### src/sv/simon_pkg.sv
// ---------------------------------------------------------------------------
// simon_pkg
// Shared types, constants and round functions for the SIMON-64/128 engine.
// ---------------------------------------------------------------------------
package simon_pkg;

    localparam int ROUND_COUNT = 44;
    localparam int SEED_WORDS  = 4;
    localparam int RND_W       = $clog2(ROUND_COUNT);
    localparam logic [63:0] Z3_BITS     = 64'hfc2ce51207a635db;
    localparam logic [31:0] SCHED_CONST = 32'hfffffffc;

    localparam logic [1:0] REG_MODE    = 2'd0;
    localparam logic [1:0] REG_KEY_LO  = 2'd1;
    localparam logic [1:0] REG_KEY_HI  = 2'd2;
    localparam logic [1:0] REG_CTR     = 2'd3;

    localparam logic [1:0] MODE_ENC   = 2'd0;
    localparam logic [1:0] MODE_DEC   = 2'd1;
    localparam logic [1:0] MODE_CTR   = 2'd2;
    localparam logic [1:0] MODE_SPARE = 2'd3;

    typedef enum logic [3:0] {
        ST_IDLE = 4'b0001,
        ST_KEYS = 4'b0010,
        ST_RUN  = 4'b0100,
        ST_OUT  = 4'b1000
    } t_state;

    typedef struct packed {
        logic load;
        logic shift;
        logic dir;
    } t_ks_ctl;

    function automatic logic [31:0] rotl32(input logic [31:0] v, input int s);
        rotl32 = (v << s) | (v >> (32 - s));
    endfunction

    function automatic logic [31:0] rotr32(input logic [31:0] v, input int s);
        rotr32 = (v >> s) | (v << (32 - s));
    endfunction

    function automatic logic [31:0] mix(input logic [31:0] x);
        mix = (rotl32(x, 1) & rotl32(x, 8)) ^ rotl32(x, 2);
    endfunction

endpackage

### src/sv/simon_key_cell.sv
// ---------------------------------------------------------------------------
// simon_key_cell
// One round-key cell; shifts to either neighbor or loads a new word.
// ---------------------------------------------------------------------------
module simon_key_cell (
    input  logic              i_clk,
    input  simon_pkg::t_ks_ctl i_ctl,
    input  logic [31:0]       i_load,
    input  logic [31:0]       i_prev,
    input  logic [31:0]       i_next,
    output logic [31:0]       o_key
);
    import simon_pkg::*;

    logic [31:0] r_key;

    always_ff @(posedge i_clk) begin
        if (i_ctl.load) begin
            r_key <= i_load;
        end else if (i_ctl.shift) begin
            r_key <= i_ctl.dir ? i_next : i_prev;
        end
    end

    assign o_key = r_key;
endmodule

### src/sv/simon_key_chain.sv
// ---------------------------------------------------------------------------
// simon_key_chain
// Ring of key cells. Forward rotation presents keys 0,1,...; backward
// rotation presents keys N-1,N-2,... Expansion feeds generated words in.
// ---------------------------------------------------------------------------
module simon_key_chain (
    input  logic               i_clk,
    input  simon_pkg::t_ks_ctl i_ctl,
    input  logic               i_gen,
    input  logic [31:0]        i_gen_word,
    output logic [31:0]        o_head,
    output logic [31:0]        o_tail
);
    import simon_pkg::*;

    logic [31:0] w_key [ROUND_COUNT];
    t_ks_ctl     w_ctl;

    assign w_ctl = '{load: 1'b0, shift: i_ctl.shift | i_gen, dir: i_ctl.dir & ~i_gen};

    genvar g;
    generate
        for (g = 0; g < ROUND_COUNT; g++) begin : g_cell
            if (g == ROUND_COUNT - 1) begin : g_last
                t_ks_ctl w_lc;
                assign w_lc = '{load: i_gen, shift: w_ctl.shift, dir: w_ctl.dir};
                simon_key_cell u_cell (
                    .i_clk  (i_clk),
                    .i_ctl  (w_lc),
                    .i_load (i_gen_word),
                    .i_prev (w_key[0]),
                    .i_next (w_key[g-1]),
                    .o_key  (w_key[g])
                );
            end else begin : g_mid
                simon_key_cell u_cell (
                    .i_clk  (i_clk),
                    .i_ctl  (w_ctl),
                    .i_load (i_gen_word),
                    .i_prev (w_key[g+1]),
                    .i_next ((g == 0) ? w_key[ROUND_COUNT-1] : w_key[(g == 0) ? 0 : g-1]),
                    .o_key  (w_key[g])
                );
            end
        end
    endgenerate

    assign o_head = w_key[0];
    assign o_tail = w_key[ROUND_COUNT-1];
endmodule

### src/sv/simon64_128_block_cipher_modes.sv
// ---------------------------------------------------------------------------
// simon64_128_block_cipher_modes
// SIMON-64/128 engine with ECB encrypt, ECB decrypt and counter mode.
// ---------------------------------------------------------------------------
// A block is accepted only while the engine is idle. Its result is computed
// one round per cycle, the round key taken from the head (in decrypt the
// tail) of a ring of 44 key cells that rotates each round; decrypt first
// adds an alignment step before the ring turns the other way. A new block
// is taken only after the result has been accepted on the output side.
// After reset or a key write the first block also waits for key expansion,
// one new key word per cycle shifted into the ring.
// ---------------------------------------------------------------------------
module simon64_128_block_cipher_modes (
    input  logic        i_clk,
    input  logic        i_rst_n,
    input  logic        i_cfg_we,
    input  logic [1:0]  i_cfg_idx,
    input  logic [63:0] i_cfg_data,
    input  logic        i_valid,
    output logic        o_ready,
    input  logic [63:0] i_data_in,
    input  logic [3:0]  i_valid_bytes,
    input  logic        i_restart,
    output logic        o_valid,
    input  logic        i_ready,
    output logic [63:0] o_data_out,
    output logic [3:0]  o_valid_bytes_out
);
    import simon_pkg::*;

    t_state      r_state, n_state;
    logic [1:0]  r_mode;
    logic [63:0] r_key_lo, r_key_hi, r_ictr, r_ctr;
    logic        r_keys_ready;
    logic [RND_W:0] r_cnt;
    logic [31:0] r_x, r_y;
    logic [63:0] r_din;
    logic [3:0]  r_vb;
    logic [1:0]  r_imode;
    logic        r_align;
    logic [31:0] r_w1, r_w2, r_w3;
    logic [63:0] r_out;

    t_ks_ctl     w_ctl;
    logic        w_gen;
    logic [31:0] w_gen_word, w_head, w_tail, w_t, w_rk;
    logic        w_dec;

    // key expansion uses sliding window r_w1..r_w3 plus the word four back,
    // k[i-4]; keep it in r_w4, the end of a small shift line
    logic [31:0] r_w4;
    logic [5:0]  r_zi;

    simon_key_chain u_chain (
        .i_clk      (i_clk),
        .i_ctl      (w_ctl),
        .i_gen      (w_gen),
        .i_gen_word (w_gen_word),
        .o_head     (w_head),
        .o_tail     (w_tail)
    );

    always_comb begin
        w_t        = rotr32(r_w1, 3) ^ r_w3;
        w_t        = w_t ^ rotr32(w_t, 1);
        w_gen_word = (r_cnt < (RND_W+1)'(SEED_WORDS)) ?
                     ((r_cnt[1:0] == 2'd0) ? r_key_lo[31:0] :
                      (r_cnt[1:0] == 2'd1) ? r_key_lo[63:32] :
                      (r_cnt[1:0] == 2'd2) ? r_key_hi[31:0] : r_key_hi[63:32])
                   : (SCHED_CONST ^ {31'd0, Z3_BITS[r_zi]} ^ r_w4 ^ w_t);
    end

    assign w_gen = (r_state == ST_KEYS);
    assign w_dec = (r_imode == MODE_DEC);
    assign w_ctl = '{load: 1'b0,
                     shift: (r_state == ST_RUN) && !r_align,
                     dir: w_dec};
    assign w_rk  = w_dec ? w_tail : w_head;

    assign o_ready = (r_state == ST_IDLE);
    assign o_valid = (r_state == ST_OUT);
    assign o_data_out = r_out;
    assign o_valid_bytes_out = r_vb;

    logic [3:0]  w_n;
    logic [63:0] w_mask, w_cnext;
    always_comb begin
        w_n    = (r_vb > 4'd8) ? 4'd8 : r_vb;
        w_mask = (w_n == 4'd8) ? '1 : ((64'd1 << {w_n, 3'b000}) - 64'd1);
        // big-endian increment: byte 7 least significant
        w_cnext = {r_ctr[7:0], r_ctr[15:8], r_ctr[23:16], r_ctr[31:24],
                   r_ctr[39:32], r_ctr[47:40], r_ctr[55:48], r_ctr[63:56]} + 64'd1;
        w_cnext = {w_cnext[7:0], w_cnext[15:8], w_cnext[23:16], w_cnext[31:24],
                   w_cnext[39:32], w_cnext[47:40], w_cnext[55:48], w_cnext[63:56]};
    end

    always_comb begin
        n_state = r_state;
        unique case (r_state)
            ST_IDLE: if (i_valid) n_state = r_keys_ready ? ST_RUN : ST_KEYS;
            ST_KEYS: if (r_cnt == (RND_W+1)'(ROUND_COUNT - 1)) n_state = ST_RUN;
            ST_RUN:  if (!r_align && r_cnt == (RND_W+1)'(ROUND_COUNT - 1)) n_state = ST_OUT;
            ST_OUT:  if (i_ready) n_state = ST_IDLE;
            default: n_state = ST_IDLE;
        endcase
    end

    always_ff @(posedge i_clk) begin
        if (!i_rst_n) begin
            r_state      <= ST_IDLE;
            r_mode       <= MODE_ENC;
            r_key_lo     <= '0;
            r_key_hi     <= '0;
            r_ictr       <= '0;
            r_ctr        <= '0;
            r_keys_ready <= 1'b0;
            r_cnt        <= '0;
            r_align      <= 1'b0;
        end else begin
            r_state <= n_state;
            if (i_cfg_we) begin
                unique case (i_cfg_idx)
                    REG_MODE:   r_mode <= i_cfg_data[1:0];
                    REG_KEY_LO: begin r_key_lo <= i_cfg_data; r_keys_ready <= 1'b0; end
                    REG_KEY_HI: begin r_key_hi <= i_cfg_data; r_keys_ready <= 1'b0; end
                    REG_CTR:    r_ictr <= i_cfg_data;
                    default: ;
                endcase
            end
            unique case (r_state)
                ST_IDLE: if (i_valid) begin
                    r_cnt   <= '0;
                    r_align <= (r_mode == MODE_DEC);
                    if (i_restart) r_ctr <= r_ictr;
                end
                ST_KEYS: begin
                    r_cnt <= (r_cnt == (RND_W+1)'(ROUND_COUNT - 1)) ? '0 : r_cnt + 1'b1;
                    if (r_cnt == (RND_W+1)'(ROUND_COUNT - 1)) r_keys_ready <= 1'b1;
                end
                ST_RUN: begin
                    if (r_align) r_align <= 1'b0;
                    else r_cnt <= r_cnt + 1'b1;
                    if (n_state == ST_OUT && r_imode != MODE_ENC && r_imode != MODE_DEC)
                        r_ctr <= w_cnext;
                end
                ST_OUT: ;
                default: ;
            endcase
        end
    end

    always_ff @(posedge i_clk) begin
        if (r_state == ST_IDLE && i_valid) begin
            r_imode <= r_mode;
            r_din   <= i_data_in;
            r_vb    <= i_valid_bytes;
            if (r_mode == MODE_ENC || r_mode == MODE_DEC) begin
                r_x <= i_data_in[31:0];
                r_y <= i_data_in[63:32];
            end else begin
                r_x <= i_restart ? r_ictr[31:0]  : r_ctr[31:0];
                r_y <= i_restart ? r_ictr[63:32] : r_ctr[63:32];
            end
            r_zi <= '0;
        end
        if (r_state == ST_KEYS) begin
            r_w4 <= r_w3;
            r_w3 <= r_w2;
            r_w2 <= r_w1;
            r_w1 <= w_gen_word;
            if (r_cnt >= (RND_W+1)'(SEED_WORDS))
                r_zi <= (r_zi == 6'd61) ? 6'd0 : r_zi + 6'd1;
        end
        if (r_state == ST_RUN && !r_align) begin
            if (w_dec) begin
                r_y <= r_x ^ mix(r_y) ^ w_rk;
                r_x <= r_y;
            end else begin
                r_x <= r_y ^ mix(r_x) ^ w_rk;
                r_y <= r_x;
            end
        end
        if (r_state == ST_RUN && n_state == ST_OUT) begin
            if (w_dec)
                r_out <= {r_x ^ mix(r_y) ^ w_rk, r_y};
            else if (r_imode == MODE_ENC)
                r_out <= {r_x, r_y ^ mix(r_x) ^ w_rk};
            else
                r_out <= (r_din ^ {r_x, r_y ^ mix(r_x) ^ w_rk}) & w_mask;
        end
    end
endmodule

### config.mk
export PLATFORM = sky130hd
export DESIGN_NAME = simon64_128_block_cipher_modes
export DESIGN_NICKNAME = d
export VERILOG_FILES = /design/src/sv/simon_pkg.sv /design/src/sv/simon_key_cell.sv /design/src/sv/simon_key_chain.sv /design/src/sv/simon64_128_block_cipher_modes.sv
export SDC_FILE = /design/constraint.sdc
export NUM_CORES = 2
export LEC_CHECK = 0
export ABC_AREA = 0
export BUFFER_PORTS_ARGS = -buffer_cell sky130_fd_sc_hd__clkbuf_2
export CORE_MARGIN = 4
export CORE_UTILIZATION = 55
export CTS_BUF_LIST = sky130_fd_sc_hd__clkbuf_8
export CTS_CLUSTER_DIAMETER = 30
export CTS_CLUSTER_SIZE = 14
export DETAILED_ROUTE_END_ITERATION = 12
export GPL_TIMING_DRIVEN = 0
export PLACE_DENSITY = 0.79
export SYNTH_ARGS = -nofsm -noshare
export SYNTH_HDL_FRONTEND = slang
export SYNTH_HIERARCHICAL = 1
export SYNTH_SLANG_ARGS = --single-unit
### constraint.sdc
create_clock -name i_clk -period 17.9 [get_ports i_clk]
set_input_delay 1.79 -clock i_clk [delete_from_list [all_inputs] [get_ports i_clk]]
set_output_delay 1.79 -clock i_clk [all_outputs]
set_load 0.03 [all_outputs]
==> impl_metrics.yaml <==
critical_path:
  worst-path-max-fanout: 32
  crit_slowest_cell: "or2_2"
  reg2reg_slack_ns: 12.68
  crit_top_cell: "clkbuf_1"
  startpoint_type: "register"
  cp.arrival_ns: 5.89
  rr_worst_depth: 10
  crit_chain: "clkbuf_2, nor4b_4, nand2b_1, clkbuf_1, inv_1, clkbuf_1, clkbuf_1, or2_2, buf_12, or2_2"
  cp_top_family: "buffers and inverters"
  path_buf_inv: 6
  r2r_end: "u_chain/g_cell[21].g_mid.u_cell/o_key[19]"
  r2r-start: "r_state[2]"
  worst-path-stages: 10
  crit_type: "reg -> reg"
  critPathRequiredTime_ns: 18.58
  cpPeakStageDelay_ns: 0.71
  endpoint_kind: "register"
placement:
  dpl_cell_area_mm2: 0.1106
  dpl.cell_count: 12370
  place_congestion: 0.9885
  port_buffers: 206
  place_ws_ns: 12.90
  dp_hpwl_mm: 253.9
global_routing:
  grt_max_degree: 57
  grt_overflow: 0
  grt_pass1_vias: 78350
  antenna_found_initial: 6
  grt_first_pass_wirelength_mm: 498.2
  track_usage_pct: 33.54
timing:
  final_max_slew_viol_count: 0
  hold_violations: 0
  finalSetupViolCount: 0
  fin_tns_setup_ns: 0
  worst_hold_slack_ns: 0.4121
  max_freq_mhz: 191.7
  slew-limit-headroom_pct: 13.13
  worst_slack_ns: 12.68
  rsz0062_at_grt: "no"
  skew_ns: 0.08577
  worst_pin_slew_ns: 1.303
  fin_crit_sh_pct: 29.14
  fin_crit_ns: 5.215
clock_tree:
  path_clk_slew_ns: 0.07
  cts_max_path_buffers: 4
  htreeDepth: 5
  clk_latency_ns: 1.13
  post_cts_buffers: 0
  clkSinkCount: 2012
  ctsHoldBuffers: 0
  root_buffer: "clkbuf_8"
  ctsResizeCount: 0
  cts_tree: "done"
  cts_buffers: 439
routing:
  wire_per_inst_um: 25.89
  drtIter0Drc: 11910
  vias: 82170
  wirelength_mm: 341.1
  via_per_inst: 6.235
  drc_errors: 0
  ant_nets: 0
  dr.pass1.iters: 9
power_and_ir_drop:
  power_density_mw_per_mm2: 114.7
  cellLeakagePower_nw: 42.55
  irDropWorstVdd_mv: 0.09623
die:
  ios: 210
  design.die.area_mm2: 0.1966
  die_x_um: 443.4
  start_util_pct: 55.40
  rows: 159
  die_h_um: 443.4
  core_mm2: 0.1882
status:
  status: "finished, final reports clean"
final_layout:
  nFillCells: 14040
  fin_area_mm2: 0.1207
  drive_gt1_share_pct: 14.64
  multi_input_area_mm2: 0.04153
  seqCellArea_mm2: 0.05764
  fin_cells: 13180
  fin_nets: 10470
  syn_to_final_growth_pct: 15.78
synth:
  synthCells: 9505
  syn_area_mm2: 0.1043
  synth.avg_cell_area_um2: 10.97
  ys_warn_count: 6
worst_hold_path:
  hold_path_startpoint: "r_w2[11]"
  worstHoldEndpoint: "r_w3[11]"
  hp-class: "reg -> reg"
  hold_depth: 0
run:
  cap_violations: 0
sequential cells by signal, indices dropped and copies added, names as in the netlist, 32 cells and up, named ones only:
register,flops
u_chain/g_cell.g_mid.u_cell/o_key,1376
o_data_out,64
r_ctr,64
r_din,64
r_ictr,64
r_key_hi,64
r_key_lo,64
r_w1,32
r_w2,32
r_w3,32
r_w4,32
r_x,32
r_y,32
u_chain/g_cell.g_last.u_cell/o_key,32
layout make-up:
cell class	instances	area share, %
timing repair buffer	285	2.117
sequential	2012	47.75
clock buffer	457	5.211
tap	2495	2.586
multi-input combinational	6792	34.41
antenna	7	0.01451
clock inverter	344	3.122
buffer	763	4.724
inverter	23	0.07359
placed cells by master, fill, tap and decap left out, types with 45 or more instances in the layout:
| master | count |
|---|---|
| nor2_1 | 251 |
| xor2_1 | 75 |
| bufinv_16 | 76 |
| clkbuf_2 | 207 |
| o21ai_0 | 243 |
| conb_1 | 86 |
| buf_2 | 279 |
| or2_2 | 50 |
| clkbuf_1 | 286 |
| o21ai_1 | 1321 |
| clkinv_1 | 55 |
| clkinvlp_4 | 51 |
| edfxtp_1 | 1734 |
| mux2i_1 | 1534 |
| nand2_1 | 2087 |
| buf_12 | 198 |
| buf_6 | 52 |
| dfxtp_1 | 278 |
| clkbuf_8 | 457 |
| xnor2_1 | 264 |
| clkinv_2 | 77 |
| a21oi_1 | 375 |
| inv_1 | 66 |
| a211oi_1 | 45 |
| o211ai_1 | 63 |
per-stage QoR:
stage	power [mW]	utilization (%)
after global routing	14.27	64.13
final	13.85	64.14
after floorplan	7.325	-
after global placement	7.942	57.78
after detailed placement	8.049	58.79
after CTS	13.77	64.13
power breakdown:
part / leakage (nW) / internal [mW] / switching [mW]
registers: 19.7 / 5.65 / 0.397
clock network: 5.17 / 3.51 / 2.26
logic: 17.7 / 0.807 / 1.23
layer usage:
metal / vias to the layer above / share of wire, % / GRT usage [%] / wire, µm
li1: 35970 / - / - / -
met1: 39410 / 39 / 45.95 / 132800
met2: 5743 / 44 / 50.88 / 149100
met3: 1036 / 12 / 7.461 / 41420
met4: 6 / 5.2 / 16.02 / 17760
met5: - / 0.013 / 0 / 46
worst reg2reg max path, stage by stage (launching register included):
cell and delay (ns):
dfxtp_1 0.32, clkbuf_2 0.23, nor4b_4 0.57, nand2b_1 0.27, clkbuf_1 0.49, inv_1 0.23, clkbuf_1 0.41, clkbuf_1 0.61
or2_2 0.64, buf_12 0.28, or2_2 0.76
worst max path at each step:
stage                                                 to       start
2_1_floorplan                                   register  r_state[3]
3_3_place_gp                                    register  r_state[1]
3_5_place_dp   u_chain/g_cell[20].g_mid.u_cell/o_key[11]  r_state[2]
4_1_cts        u_chain/g_cell[20].g_mid.u_cell/o_key[19]  r_state[2]
5_1_grt        u_chain/g_cell[19].g_mid.u_cell/o_key[11]  r_state[2]
6_report       u_chain/g_cell[21].g_mid.u_cell/o_key[19]  r_state[2]
(Power assumes the default switching activity.)
